===== src/hdl/uart_register_block_with_fifos_unit_defines.svh =====
// assertion macros used by the uart register block executor
`ifndef UART_REGISTER_BLOCK_WITH_FIFOS_UNIT_DEFINES_SVH
`define UART_REGISTER_BLOCK_WITH_FIFOS_UNIT_DEFINES_SVH

// same-cycle implication, checked outside reset
`define UARTRB_ASSERT_IMP(label, clk, rst, ante, cons) \
   label: assert property (@(posedge clk) disable iff (rst) (ante) |-> (cons)) \
      else $error("uartrb assertion failed");

// next-cycle implication, checked outside reset
`define UARTRB_ASSERT_NXT(label, clk, rst, ante, cons) \
   label: assert property (@(posedge clk) disable iff (rst) (ante) |=> (cons)) \
      else $error("uartrb assertion failed");

`endif


===== src/hdl/uartrb_pkg.sv =====
// types, codes and constants of the uart register block
package uartrb_pkg;

   localparam int FIFO_DEPTH_DEF   = 8;
   localparam int REGION_BYTES_DEF = 4096;
   localparam int CMDQ_DEPTH       = 2;
   localparam int ADDR_W           = 12;
   localparam int DATA_W           = 32;
   localparam int BYTE_W           = 8;
   localparam int MARK_W           = 3;
   localparam int DIV_W            = 16;

   localparam logic [DATA_W-1:0] RD_FLAG      = 32'h8000_0000;
   localparam logic [DIV_W-1:0]  BAUD_DIV_RST = 16'hFFFF;

   // request kinds
   localparam logic [1:0] REQ_WRITE = 2'd0;
   localparam logic [1:0] REQ_READ  = 2'd1;
   localparam logic [1:0] REQ_RX    = 2'd2;

   // register offsets
   localparam logic [ADDR_W-1:0] ADDR_TXDATA = 12'h000;
   localparam logic [ADDR_W-1:0] ADDR_RXDATA = 12'h004;
   localparam logic [ADDR_W-1:0] ADDR_TXCTRL = 12'h008;
   localparam logic [ADDR_W-1:0] ADDR_RXCTRL = 12'h00C;
   localparam logic [ADDR_W-1:0] ADDR_IE     = 12'h010;
   localparam logic [ADDR_W-1:0] ADDR_IP     = 12'h014;
   localparam logic [ADDR_W-1:0] ADDR_DIV    = 12'h018;

   // result kinds
   localparam logic KIND_BUS = 1'b0;
   localparam logic KIND_TX  = 1'b1;

   typedef enum logic [1:0] {
      OP_RX_BYTE,
      OP_READ,
      OP_WRITE,
      OP_ERROR
   } uartrb_op_type;

   typedef enum logic [2:0] {
      REG_TXDATA,
      REG_RXDATA,
      REG_TXCTRL,
      REG_RXCTRL,
      REG_IE,
      REG_IP,
      REG_DIV,
      REG_NONE
   } uartrb_reg_type;

   typedef struct packed {
      logic [1:0]        req_type;
      logic [ADDR_W-1:0] address;
      logic [DATA_W-1:0] write_data;
      logic [BYTE_W-1:0] rx_byte;
   } uartrb_req_type;

   typedef struct packed {
      logic              item_kind;
      logic              bus_ok;
      logic [DATA_W-1:0] read_data;
      logic [BYTE_W-1:0] tx_byte;
      logic              last;
   } uartrb_rsp_type;

   typedef struct packed {
      uartrb_op_type     op;
      uartrb_reg_type    reg_sel;
      logic [DATA_W-1:0] data;
      logic [BYTE_W-1:0] rx_byte;
   } uartrb_cmd_type;

endpackage


===== src/hdl/uart_register_block_with_fifos_unit.sv =====
// Bus register block of a UART with transmit and receive FIFOs. Requests (bus write, bus read,
// received byte) enter a two-entry command queue and are carried out one at a time by the
// executor, which passes from its idle state to its execute state for each. A bus write with
// transmit enabled then drains every byte of the transmit FIFO, each through a wait state for
// the registered read port of the FIFO memories and an output state. Results leave through a
// one-entry output register, waiting while it is full; a received byte gives no result.
module uart_register_block_with_fifos_unit #(
   parameter int FIFO_DEPTH   = uartrb_pkg::FIFO_DEPTH_DEF,
   parameter int REGION_BYTES = uartrb_pkg::REGION_BYTES_DEF
) (
   input  logic                       clock,
   input  logic                       reset,
   input  logic                       req_push,
   output logic                       req_full,
   input  uartrb_pkg::uartrb_req_type req_data,
   output logic                       rsp_empty,
   input  logic                       rsp_pop,
   output uartrb_pkg::uartrb_rsp_type rsp_data
);
   import uartrb_pkg::*;

   uartrb_cmd_type dec_cmd;
   logic           dec_keep;
   logic           q_push;
   logic           q_pop;
   logic           q_empty;
   uartrb_cmd_type q_data;

   assign q_push = req_push && !req_full && dec_keep;

   uartrb_front #(
      .REGION_BYTES(REGION_BYTES)
   ) u_front (
      .req_data(req_data),
      .cmd_data(dec_cmd),
      .cmd_keep(dec_keep)
   );

   uartrb_cmdq u_cmdq (
      .clock    (clock),
      .reset    (reset),
      .push     (q_push),
      .push_data(dec_cmd),
      .full     (req_full),
      .pop      (q_pop),
      .pop_data (q_data),
      .empty    (q_empty)
   );

   uartrb_back #(
      .FIFO_DEPTH(FIFO_DEPTH)
   ) u_back (
      .clock    (clock),
      .reset    (reset),
      .cmd_empty(q_empty),
      .cmd_data (q_data),
      .cmd_pop  (q_pop),
      .rsp_empty(rsp_empty),
      .rsp_pop  (rsp_pop),
      .rsp_data (rsp_data)
   );

endmodule


===== src/hdl/uartrb_front.sv =====
// request decoder: range and alignment checks, register selection
module uartrb_front #(
   parameter int REGION_BYTES = uartrb_pkg::REGION_BYTES_DEF
) (
   input  uartrb_pkg::uartrb_req_type req_data,
   output uartrb_pkg::uartrb_cmd_type cmd_data,
   output logic                       cmd_keep
);
   import uartrb_pkg::*;

   logic           in_range;
   logic           aligned;
   uartrb_reg_type reg_sel;

   assign in_range = ({1'b0, req_data.address} + (ADDR_W+1)'(4)) <= (ADDR_W+1)'(REGION_BYTES);
   assign aligned  = (req_data.address[1:0] == 2'b00);

   always_comb begin
      unique case (req_data.address)
         ADDR_TXDATA: reg_sel = REG_TXDATA;
         ADDR_RXDATA: reg_sel = REG_RXDATA;
         ADDR_TXCTRL: reg_sel = REG_TXCTRL;
         ADDR_RXCTRL: reg_sel = REG_RXCTRL;
         ADDR_IE:     reg_sel = REG_IE;
         ADDR_IP:     reg_sel = REG_IP;
         ADDR_DIV:    reg_sel = REG_DIV;
         default:     reg_sel = REG_NONE;
      endcase
   end

   always_comb begin
      cmd_data.reg_sel = reg_sel;
      cmd_data.data    = req_data.write_data;
      cmd_data.rx_byte = req_data.rx_byte;
      cmd_keep         = 1'b1;
      unique case (req_data.req_type)
         REQ_WRITE: cmd_data.op = in_range ? OP_WRITE : OP_ERROR;
         REQ_READ:  cmd_data.op = (in_range && aligned) ? OP_READ : OP_ERROR;
         REQ_RX:    cmd_data.op = OP_RX_BYTE;
         default: begin
            cmd_data.op = OP_ERROR;
            cmd_keep    = 1'b0;
         end
      endcase
   end

endmodule


===== src/hdl/uartrb_cmdq.sv =====
// short command queue between decoder and executor
module uartrb_cmdq (
   input  logic                       clock,
   input  logic                       reset,
   input  logic                       push,
   input  uartrb_pkg::uartrb_cmd_type push_data,
   output logic                       full,
   input  logic                       pop,
   output uartrb_pkg::uartrb_cmd_type pop_data,
   output logic                       empty
);
   import uartrb_pkg::*;

   localparam int QPTR_W = $clog2(CMDQ_DEPTH);
   localparam int QCNT_W = $clog2(CMDQ_DEPTH + 1);

   uartrb_cmd_type    q_mem [CMDQ_DEPTH];
   logic [QPTR_W-1:0] wr_ff, wr_in;
   logic [QPTR_W-1:0] rd_ff, rd_in;
   logic [QCNT_W-1:0] cnt_ff, cnt_in;
   logic              do_push;
   logic              do_pop;

   assign full     = (cnt_ff == QCNT_W'(CMDQ_DEPTH));
   assign empty    = (cnt_ff == '0);
   assign do_push  = push && !full;
   assign do_pop   = pop && !empty;
   assign pop_data = q_mem[rd_ff];

   always_comb begin
      wr_in  = wr_ff;
      rd_in  = rd_ff;
      cnt_in = cnt_ff;
      if (do_push) begin
         wr_in = (wr_ff == QPTR_W'(CMDQ_DEPTH - 1)) ? '0 : wr_ff + 1'b1;
      end
      if (do_pop) begin
         rd_in = (rd_ff == QPTR_W'(CMDQ_DEPTH - 1)) ? '0 : rd_ff + 1'b1;
      end
      if (do_push && !do_pop) begin
         cnt_in = cnt_ff + 1'b1;
      end else if (do_pop && !do_push) begin
         cnt_in = cnt_ff - 1'b1;
      end
   end

   always_ff @(posedge clock) begin
      if (reset) begin
         wr_ff  <= '0;
         rd_ff  <= '0;
         cnt_ff <= '0;
      end else begin
         wr_ff  <= wr_in;
         rd_ff  <= rd_in;
         cnt_ff <= cnt_in;
      end
   end

   always_ff @(posedge clock) begin
      if (do_push) begin
         q_mem[wr_ff] <= push_data;
      end
   end

endmodule


===== src/hdl/uartrb_back.sv =====
// executor: register file, transmit and receive fifos, result register
`include "uart_register_block_with_fifos_unit_defines.svh"

module uartrb_back #(
   parameter int FIFO_DEPTH = uartrb_pkg::FIFO_DEPTH_DEF
) (
   input  logic                       clock,
   input  logic                       reset,
   input  logic                       cmd_empty,
   input  uartrb_pkg::uartrb_cmd_type cmd_data,
   output logic                       cmd_pop,
   output logic                       rsp_empty,
   input  logic                       rsp_pop,
   output uartrb_pkg::uartrb_rsp_type rsp_data
);
   import uartrb_pkg::*;

   localparam int PTR_W = $clog2(FIFO_DEPTH);
   localparam int CNT_W = $clog2(FIFO_DEPTH + 1);
   localparam int CMP_W = (CNT_W > MARK_W) ? CNT_W : MARK_W;

   localparam logic [1:0] ST_IDLE       = 2'd0;
   localparam logic [1:0] ST_EXEC       = 2'd1;
   localparam logic [1:0] ST_DRAIN_WAIT = 2'd2;
   localparam logic [1:0] ST_DRAIN_OUT  = 2'd3;

   function automatic logic [PTR_W-1:0] nxt(input logic [PTR_W-1:0] p);
      return (p == PTR_W'(FIFO_DEPTH - 1)) ? '0 : p + 1'b1;
   endfunction

   logic [BYTE_W-1:0] tx_mem [FIFO_DEPTH];
   logic [BYTE_W-1:0] rx_mem [FIFO_DEPTH];
   logic [BYTE_W-1:0] tx_rd_ff;
   logic [BYTE_W-1:0] rx_rd_ff;

   logic [1:0]        state_ff, state_in;
   uartrb_cmd_type    cmd_ff;
   logic [PTR_W-1:0]  tx_head_ff, tx_head_in, tx_tail_ff, tx_tail_in;
   logic [CNT_W-1:0]  tx_fill_ff, tx_fill_in;
   logic [PTR_W-1:0]  rx_head_ff, rx_head_in, rx_tail_ff, rx_tail_in;
   logic [CNT_W-1:0]  rx_fill_ff, rx_fill_in;
   logic              tx_on_ff, tx_on_in, two_stop_ff, two_stop_in;
   logic [MARK_W-1:0] tx_mark_ff, tx_mark_in, rx_mark_ff, rx_mark_in;
   logic              rx_on_ff, rx_on_in;
   logic              rx_int_en_ff, rx_int_en_in, tx_int_en_ff, tx_int_en_in;
   logic [DIV_W-1:0]  baud_div_ff, baud_div_in;
   logic              out_valid_ff, out_valid_in;
   uartrb_rsp_type    out_ff, out_in;

   logic              out_free;
   logic              out_load;
   logic              tx_we;
   logic              rx_we;
   logic              tx_full;
   logic              tx_gt;
   logic              rx_gt;
   logic [DATA_W-1:0] rd_val;

   assign out_free  = !out_valid_ff || rsp_pop;
   assign cmd_pop   = (state_ff == ST_IDLE) && !cmd_empty;
   assign rsp_empty = !out_valid_ff;
   assign rsp_data  = out_ff;
   assign tx_full   = (tx_fill_ff == CNT_W'(FIFO_DEPTH));
   assign tx_gt     = CMP_W'(tx_fill_ff) > CMP_W'(tx_mark_ff);
   assign rx_gt     = CMP_W'(rx_fill_ff) > CMP_W'(rx_mark_ff);

   always_comb begin
      unique case (cmd_ff.reg_sel)
         REG_TXDATA: rd_val = tx_full ? RD_FLAG : '0;
         REG_RXDATA: rd_val = (rx_fill_ff != '0) ? {24'b0, rx_rd_ff} : RD_FLAG;
         REG_TXCTRL: rd_val = {13'b0, tx_mark_ff, 14'b0, two_stop_ff, tx_on_ff};
         REG_RXCTRL: rd_val = {13'b0, rx_mark_ff, 15'b0, rx_on_ff};
         REG_IE:     rd_val = {30'b0, tx_int_en_ff, rx_int_en_ff};
         REG_IP:     rd_val = {30'b0, rx_gt, tx_gt};
         REG_DIV:    rd_val = {16'b0, baud_div_ff};
         default:    rd_val = '0;
      endcase
   end

   always_comb begin
      state_in     = state_ff;
      tx_head_in   = tx_head_ff;
      tx_tail_in   = tx_tail_ff;
      tx_fill_in   = tx_fill_ff;
      rx_head_in   = rx_head_ff;
      rx_tail_in   = rx_tail_ff;
      rx_fill_in   = rx_fill_ff;
      tx_on_in     = tx_on_ff;
      two_stop_in  = two_stop_ff;
      tx_mark_in   = tx_mark_ff;
      rx_on_in     = rx_on_ff;
      rx_mark_in   = rx_mark_ff;
      rx_int_en_in = rx_int_en_ff;
      tx_int_en_in = tx_int_en_ff;
      baud_div_in  = baud_div_ff;
      tx_we        = 1'b0;
      rx_we        = 1'b0;
      out_load     = 1'b0;
      out_in       = '0;
      unique case (state_ff)
         ST_IDLE: begin
            if (!cmd_empty) begin
               state_in = ST_EXEC;
            end
         end
         ST_EXEC: begin
            unique case (cmd_ff.op)
               OP_RX_BYTE: begin
                  if (rx_on_ff && (rx_fill_ff != CNT_W'(FIFO_DEPTH))) begin
                     rx_we      = 1'b1;
                     rx_tail_in = nxt(rx_tail_ff);
                     rx_fill_in = rx_fill_ff + 1'b1;
                  end
                  state_in = ST_IDLE;
               end
               OP_ERROR: begin
                  if (out_free) begin
                     out_load       = 1'b1;
                     out_in.last    = 1'b1;
                     state_in       = ST_IDLE;
                  end
               end
               OP_READ: begin
                  if (out_free) begin
                     out_load         = 1'b1;
                     out_in.item_kind = KIND_BUS;
                     out_in.bus_ok    = 1'b1;
                     out_in.read_data = rd_val;
                     out_in.last      = 1'b1;
                     if ((cmd_ff.reg_sel == REG_RXDATA) && (rx_fill_ff != '0)) begin
                        rx_head_in = nxt(rx_head_ff);
                        rx_fill_in = rx_fill_ff - 1'b1;
                     end
                     state_in = ST_IDLE;
                  end
               end
               default: begin
                  if (out_free) begin
                     unique case (cmd_ff.reg_sel)
                        REG_TXDATA: begin
                           if (!tx_full) begin
                              tx_we      = 1'b1;
                              tx_tail_in = nxt(tx_tail_ff);
                              tx_fill_in = tx_fill_ff + 1'b1;
                           end
                        end
                        REG_TXCTRL: begin
                           tx_on_in    = cmd_ff.data[0];
                           two_stop_in = cmd_ff.data[1];
                           tx_mark_in  = cmd_ff.data[18:16];
                        end
                        REG_RXCTRL: begin
                           rx_on_in   = cmd_ff.data[0];
                           rx_mark_in = cmd_ff.data[18:16];
                        end
                        REG_IE: begin
                           rx_int_en_in = cmd_ff.data[0];
                           tx_int_en_in = cmd_ff.data[1];
                        end
                        REG_DIV: baud_div_in = cmd_ff.data[DIV_W-1:0];
                        default: ;
                     endcase
                     out_load         = 1'b1;
                     out_in.item_kind = KIND_BUS;
                     out_in.bus_ok    = 1'b1;
                     if (tx_on_in && (tx_fill_in != '0)) begin
                        out_in.last = 1'b0;
                        state_in    = ST_DRAIN_WAIT;
                     end else begin
                        out_in.last = 1'b1;
                        state_in    = ST_IDLE;
                     end
                  end
               end
            endcase
         end
         ST_DRAIN_WAIT: begin
            state_in = ST_DRAIN_OUT;
         end
         default: begin
            if (out_free) begin
               out_load         = 1'b1;
               out_in.item_kind = KIND_TX;
               out_in.tx_byte   = tx_rd_ff;
               out_in.last      = (tx_fill_ff == CNT_W'(1));
               tx_head_in       = nxt(tx_head_ff);
               tx_fill_in       = tx_fill_ff - 1'b1;
               state_in         = (tx_fill_ff == CNT_W'(1)) ? ST_IDLE : ST_DRAIN_WAIT;
            end
         end
      endcase
      out_valid_in = out_load ? 1'b1 : (rsp_pop ? 1'b0 : out_valid_ff);
   end

   always_ff @(posedge clock) begin
      if (reset) begin
         state_ff     <= ST_IDLE;
         tx_head_ff   <= '0;
         tx_tail_ff   <= '0;
         tx_fill_ff   <= '0;
         rx_head_ff   <= '0;
         rx_tail_ff   <= '0;
         rx_fill_ff   <= '0;
         tx_on_ff     <= 1'b0;
         two_stop_ff  <= 1'b0;
         tx_mark_ff   <= '0;
         rx_on_ff     <= 1'b0;
         rx_mark_ff   <= '0;
         rx_int_en_ff <= 1'b0;
         tx_int_en_ff <= 1'b0;
         baud_div_ff  <= BAUD_DIV_RST;
         out_valid_ff <= 1'b0;
      end else begin
         state_ff     <= state_in;
         tx_head_ff   <= tx_head_in;
         tx_tail_ff   <= tx_tail_in;
         tx_fill_ff   <= tx_fill_in;
         rx_head_ff   <= rx_head_in;
         rx_tail_ff   <= rx_tail_in;
         rx_fill_ff   <= rx_fill_in;
         tx_on_ff     <= tx_on_in;
         two_stop_ff  <= two_stop_in;
         tx_mark_ff   <= tx_mark_in;
         rx_on_ff     <= rx_on_in;
         rx_mark_ff   <= rx_mark_in;
         rx_int_en_ff <= rx_int_en_in;
         tx_int_en_ff <= tx_int_en_in;
         baud_div_ff  <= baud_div_in;
         out_valid_ff <= out_valid_in;
      end
   end

   always_ff @(posedge clock) begin
      if (cmd_pop) begin
         cmd_ff <= cmd_data;
      end
      if (out_load) begin
         out_ff <= out_in;
      end
   end

   // fifo storage, read data registered at the head pointer
   always_ff @(posedge clock) begin
      if (tx_we) begin
         tx_mem[tx_tail_ff] <= cmd_ff.data[BYTE_W-1:0];
      end
      tx_rd_ff <= tx_mem[tx_head_ff];
   end

   always_ff @(posedge clock) begin
      if (rx_we) begin
         rx_mem[rx_tail_ff] <= cmd_ff.rx_byte;
      end
      rx_rd_ff <= rx_mem[rx_head_ff];
   end

   `UARTRB_ASSERT_IMP(a_drain_nonempty, clock, reset, (state_ff == ST_DRAIN_OUT), (tx_fill_ff != '0))
   `UARTRB_ASSERT_NXT(a_more_follows, clock, reset, (out_load && !out_in.last), (state_ff == ST_DRAIN_WAIT))
   `UARTRB_ASSERT_IMP(a_rx_pop_nonempty, clock, reset, (rx_head_in != rx_head_ff), (rx_fill_ff != '0))
   `UARTRB_ASSERT_IMP(a_no_overwrite, clock, reset, out_load, out_free)

endmodule


===== config.mk =====
export PLATFORM = sky130hd
export DESIGN_NAME = uart_register_block_with_fifos_unit
export DESIGN_NICKNAME = d
export VERILOG_FILES = /design/src/hdl/uartrb_pkg.sv /design/src/hdl/uart_register_block_with_fifos_unit.sv /design/src/hdl/uartrb_front.sv /design/src/hdl/uartrb_cmdq.sv /design/src/hdl/uartrb_back.sv
export VERILOG_INCLUDE_DIRS = /design/src /design/src/hdl
export SDC_FILE = /design/constraint.sdc
export NUM_CORES = 1
export LEC_CHECK = 0
export BUFFER_PORTS_ARGS = -buffer_cell sky130_fd_sc_hd__buf_2
export CORE_MARGIN = 1.5
export CORE_UTILIZATION = 25
export DETAILED_ROUTE_END_ITERATION = 6
export RECOVER_POWER = 100
export SYNTH_ARGS = -nofsm -noshare
export SYNTH_HDL_FRONTEND = slang
export SYNTH_HIERARCHICAL = 1
export SYNTH_SLANG_ARGS = --single-unit

===== constraint.sdc =====
create_clock -name clock -period 7.4 [get_ports clock]
set_input_delay 0.74 -clock clock [delete_from_list [all_inputs] [get_ports clock]]
set_output_delay 0.74 -clock clock [all_outputs]
set_load 0.01 [all_outputs]

==> results of run 1 <==
==> how the worst max path moves through the flow <==
stage | slack (ps) | endpoint | start | cells past startpoint
6_report | 3330 | u_back/rsp_data[10] | u_back/state_ff[1] | 5
5_1_grt | 2920 | u_back/rsp_data[11] | u_back/state_ff[1] | 5
3_3_place_gp | 4330 | u_back/tx_mem[6][6] | u_back/cmd_ff[40] | 4
3_5_place_dp | 4240 | u_back/rx_mem[2][3] | u_back/state_ff[1] | 6
2_1_floorplan | 3890 | u_cmdq/cnt_ff[1] | u_back/state_ff[0] | 7
4_1_cts | 4220 | u_back/rx_mem[2][5] | u_back/state_ff[1] | 6
==> stage by stage <==
stage | utilization, % | setup slack [ps] | hold WS (ps) | power, W
after floorplan | - | 3890 | 428 | 0.00287
after global placement | 27.3 | 4330 | 440 | 0.00312
after detailed placement | 27.3 | 4240 | 443 | 0.00315
after CTS | 29.5 | 4220 | 360 | 0.00488
after global routing | 29.1 | 2920 | 369 | 0.00501
final | 29.1 | 3330 | 395 | 0.00478
==> power by group <==
group	switching (W)	internal (W)
sequential	0.000151	0.00228
clock	0.000696	0.00101
combinational	0.000405	0.000226
total	0.00125	0.00353
==> per-layer routing <==
layer / part of all wire (%) / track usage [%] / up-vias
li1: - / - / 3185
met1: 47 / 12.8 / 3345
met2: 45 / 14.9 / 142
met3: 5.4 / 2.82 / 40
met4: 2.2 / 3.21 / 0
met5: 0 / 0 / -
==> registers in the layout, indices dropped and copies added (netlist names), 3 cells and up, named ones only <==
name / flops
u_back/rx_mem: 64
u_back/cmd_ff: 32
u_back/rx_rd_ff: 8
u_back/tx_fill_ff: 4
u_back/tx_mem: 64
u_back/tx_mark_ff: 3
u_back/rx_tail_ff: 3
u_back/rx_fill_ff: 4
u_back/tx_head_ff: 3
u_back/tx_rd_ff: 8
u_back/rsp_data: 31
u_back/rx_head_ff: 3
u_back/rx_mark_ff: 3
u_cmdq/q_mem: 64
u_back/baud_div_ff: 16
u_back/tx_tail_ff: 3
==> final cells by class <==
class / count / share of cell area, %
clock buffer: 50 / 6.70
clock inverter: 12 / 0.735
inverter: 21 / 0.526
multi-input combinational: 413 / 23.3
sequential: 326 / 60.6
tap: 680 / 5.68
timing repair buffer: 89 / 2.53
==> critical path, stage by stage, from the launching register on <==
cell	delay, ps
dfxtp_1	340
inv_1	90
ha_1	480
o21ai_0	310
a21oi_1	1380
clkbuf_1	1050
==> impl_results.md, run 1 <==
* Final Max Slew Viols at 100
* Die area at 53,700 µm²
* VDD IR-drop max at 151 µV
* ANT nets after route at 0
* Critical path data arrival time at 4210 ps
* Worst Skew at 15.5 ps
* Clock sinks at 326
* Outcome: finished, violations left
* Number of CTS-inserted buffers at 35
* Layout cell share with drive strength beyond 1 at 17.2%
* FF/Latch Area at 9080 µm²
* FF-to-FF path depth at 5
* Hold Crit Depth at 1
* CP startpoint kind: flip-flop
* Routability Congestion at 0.748
* Max_cap viols at 7
* WHS Endpoint: u_cmdq/q_mem[1][3]
* HPWL Detailed at 16,500 µm
* Drt total wl at 25,500 µm
* Number of I/O port buffers at 77
* Fin nets at 969
* Setup TNS Final at 0 ps
* Vias per std cell at 4.22
* Failing checks: DRC, capacitance limit, slew limit
* First-pass GRT wire length at 39,200 µm
* Row count at 83
* RR Endpoint: u_back/rsp_data[10]
* Avg WL per Cell at 16.0 µm
* Worst-Margin Slew at 2160 ps
* Setup bufs post-CTS at 0
* Root buf cell: clkbuf_16
* Final setup viols at 0
* Reg-to-Reg Start: u_back/state_ff[1]
* Core Region at 51,500 µm²
* Cell count after placement at 1,529
* P&R area growth vs syn at 14.6%
* Die X at 232 µm
* RSZ-0062 raised after global routing: false
* Fin cells at 1,591
* Vias at 6,712
* Crit Path Max Fanout at 20
* Starting Density at 25.4%
* Pleak at 4.80 nW
* Most frequent cells in the layout: 255 x edfxtp_1, 71 x dfxtp_1, 67 x clkbuf_1
* Post-route cell area at 15,000 µm²
* Tcrit/Tclk final at 55.0%
* CP endpoint kind: flip-flop
* Final period demand of the worst path at 4070 ps
* Antenna violations before repair at 1
* Synthesized area at 13,100 µm²
* Pre-antenna DRT Iters at 7
* Fillers at 5,204
* Initial DRC count at 402
* Hold buffers post-CTS at 0
* CP Data Required Time at 7530 ps
* Synth warn at 6
* Min-delay src: req_data[3]
* Reg2reg setup slack at 3330 ps
* Pwr Density at 319 nW/µm²
* Die Ht at 232 µm
* Post-DP Area at 14,100 µm²
* Final Hold Viols at 0
* Post-CTS sizing at 0
* Syn Inst Count at 821
* Commonest non-fill, non-tap cell in the layout: edfxtp_1
* # IOs at 103
* Reg clk slew, reported paths at 60 ps
* Ant diodes at 0
* Crit path kind: flip-flop to flip-flop
* Clk_lat worst skew at 530 ps
* HP Class: input port to flip-flop
* Slew headroom at -44.2%
* CTS Buffer Depth at 3
* CTS tree: done
* Drt drc at 1
* H-tree Lvls at 2
* Area of the multi-input gates at 3480 µm²
* F_max at 0.246 GHz
* Pin count of the biggest net entering global routing at 56
* Total congestion overflow at 0
* Syn Area/Cell at 15.9 µm²
* Number of global-route vias before repair at 6,758
* Total GRT Usage at 9.61%
No activity file was read; power rests on OpenSTA's default activity.
==> run 2, diff against run 1 <==
Settings changed: ABC_AREA set to 1.
Clock period 7.4 ns to 3.49 ns, I/O delays scaled along.
==> impl_results.md, run 2 <==
* Outcome: finished, violations left
* Failing checks: capacitance limit, slew limit
* Share of power burned in registers at 51.5%
* Final period demand of the worst path at 2790 ps
* VDD IR-drop max at 250 µV
* Most frequent cells in the layout: 255 x edfxtp_1, 200 x nor2_1, 106 x nand2_1
* ANT nets after route at 0
* H-tree Lvls at 2
* Most Crowded Layer GR: met2
* Final setup viols at 0
* Total congestion overflow at 0
* Number of global-route vias before repair at 8,087
* Syn Area/Cell at 12.0 µm²
* Slowest stage delay, CP at 790 ps
* RR Endpoint: u_back/rsp_data[10]
* Number of CTS-inserted buffers at 35
* Largest regs: u_back/rx_mem (64), u_back/tx_mem (64), u_cmdq/q_mem (64)
* Clock sinks at 326
* Vias per std cell at 4.25
* First-pass GRT wire length at 43,800 µm
* F_max at 0.358 GHz
* Switching power at 0.00293 W
* Die area at 55,300 µm²
* Worst path most repeated cell: inv_1
* Pin count of the biggest net entering global routing at 37
* Slew headroom at -36.9%
* Crit Path Max Fanout at 17
* Cell Chain, Critical Path: inv_1 -> ha_1 -> inv_1 -> nor2_1 -> inv_1 -> o21ai_4 -> clkbuf_1
* Starting Density at 25.5%
* CP startpoint kind: flip-flop
* Crit path kind: flip-flop to flip-flop
* Core Region at 52,900 µm²
* Switching Share at 27.9%
* Launch point of the worst path: u_back/state_ff[1]
* Die X at 235 µm
* Synth warn at 6
* Max_cap viols at 4
* Number of I/O port buffers at 77
* HPWL Detailed at 18,900 µm
* RSZ-0062 raised after global routing: false
* M2 GR Usage at 17.0%
* Pwr Density at 682 nW/µm²
* CP endpoint kind: flip-flop
* Final Hold Viols at 0
* HP Class: input port to flip-flop
* Reg2reg setup slack at 700 ps
* Avg WL per Cell at 14.5 µm
* CP endpoint: u_back/rsp_data[10]
* Worst-Margin Slew at 2050 ps
* P&R area growth vs syn at 14.4%
* Synthesized area at 13,500 µm²
* Ant diodes at 0
* Antenna violations before repair at 0
* Reg-to-Reg Start: u_back/state_ff[1]
* Fin nets at 1,293
* Layout cell share with drive strength beyond 1 at 8.51%
* Fin util at 29.2%
* M3 GR Usage at 2.37%
* FF-to-FF path depth at 7
* Worst Skew at 13.6 ps
* Pre-antenna DRT Iters at 5
* CTS Buffer Depth at 3
* Pleak at 5.44 nW
* Root buf cell: clkbuf_16
* Initial DRC count at 515
* CP Data Required Time at 3640 ps
* Routability Congestion at 0.788
* Reg clk slew, reported paths at 60 ps
* Clk_lat worst skew at 530 ps
* CP max stage cell: clkbuf_1
* # IOs at 103
* Syn Inst Count at 1,120
* Total GRT Usage at 10.0%
* Drt total wl at 27,900 µm
* Pint at 0.00758 W
* Row count at 84
* Vias at 8,162
* Setup bufs post-CTS at 0
* Die Ht at 235 µm
* Tcrit/Tclk final at 80.0%
* Setup TNS Final at 0 ps
* Clock network fraction of design power at 34.5%
* Met1 global-route usage at 12.5%
* Comb pwr share at 14.0%
* Critical path data arrival time at 2940 ps
* Commonest non-fill, non-tap cell in the layout: edfxtp_1
* Final Max Slew Viols at 132
* CTS tree: done
* Drt drc at 0
-- run 2: what timing repair did --
item,CTS,global route
endpoints found under the setup margin,0,0
resized for setup,0,0
hold buffers,22,0
hold endpoints to repair,44,0
-- run 2: worst min path at each step --
stage / cells past startpoint / startpoint / end
2_1_floorplan: 2 / u_back/baud_div_ff[0] / u_back/baud_div_ff[0]
3_3_place_gp: 2 / u_back/baud_div_ff[1] / u_back/baud_div_ff[1]
3_5_place_dp: 2 / u_back/baud_div_ff[12] / u_back/baud_div_ff[12]
4_1_cts: 1 / req_data[11] / u_cmdq/q_mem[0][11]
5_1_grt: 1 / req_data[15] / u_cmdq/q_mem[0][15]
6_report: 1 / req_data[3] / u_cmdq/q_mem[1][3]
-- run 2: worst max-delay path, delay by kind of cell (launching register included) --
kind / cells / cell delay, ps
adder cells (fa/ha/maj): 1 / 240
flip-flops: 1 / 330
AND/OR/NAND/NOR: 1 / 200
AO/OA/AOI/OAI: 1 / 510
buffers and inverters: 4 / 1150
-- run 2: cell type report --
class / count / area, µm²
well taps: 688 / 861
clock buffers: 42 / 902
multi-input cells: 641 / 3390
fillers: 5336 / 37500
flip-flops and latches: 326 / 9080
repair buffers: 115 / 631
inverters: 91 / 342
clock inverters: 19 / 209
-- run 2: through the flow --
step | hold slack (ps) | std cells | worst slack, ps | power [W] | cell area, µm²
after floorplan | 429 | 1131 | 569 | 0.00654 | 13500
after global placement | 443 | 1839 | 1060 | 0.00712 | 14400
after detailed placement | 450 | 1839 | 1060 | 0.00718 | 14400
after CTS | 4.15 | 1922 | 1040 | 0.0109 | 15700
after global routing | 49.1 | 1922 | 448 | 0.0110 | 15400
final | 58.7 | 1922 | 697 | 0.0105 | 15400
-- run 2: per-layer routing --
metal / vias up / routed length (µm)
met1: 3887 / 12600
met3: 43 / 1390
li1: 4048 / -
met2: 184 / 13300
met4: 0 / 629
met5: - / 0
-- run 2: power groups by stage --
stage	clock [W]	combinational, W	sequential [W]
floorplan	0	0.00121	0.00532
global placement	0	0.00161	0.00550
detailed placement	0	0.00166	0.00552
CTS	0.00374	0.00168	0.00544
global route	0.00389	0.00165	0.00549
finish	0.00363	0.00147	0.00541
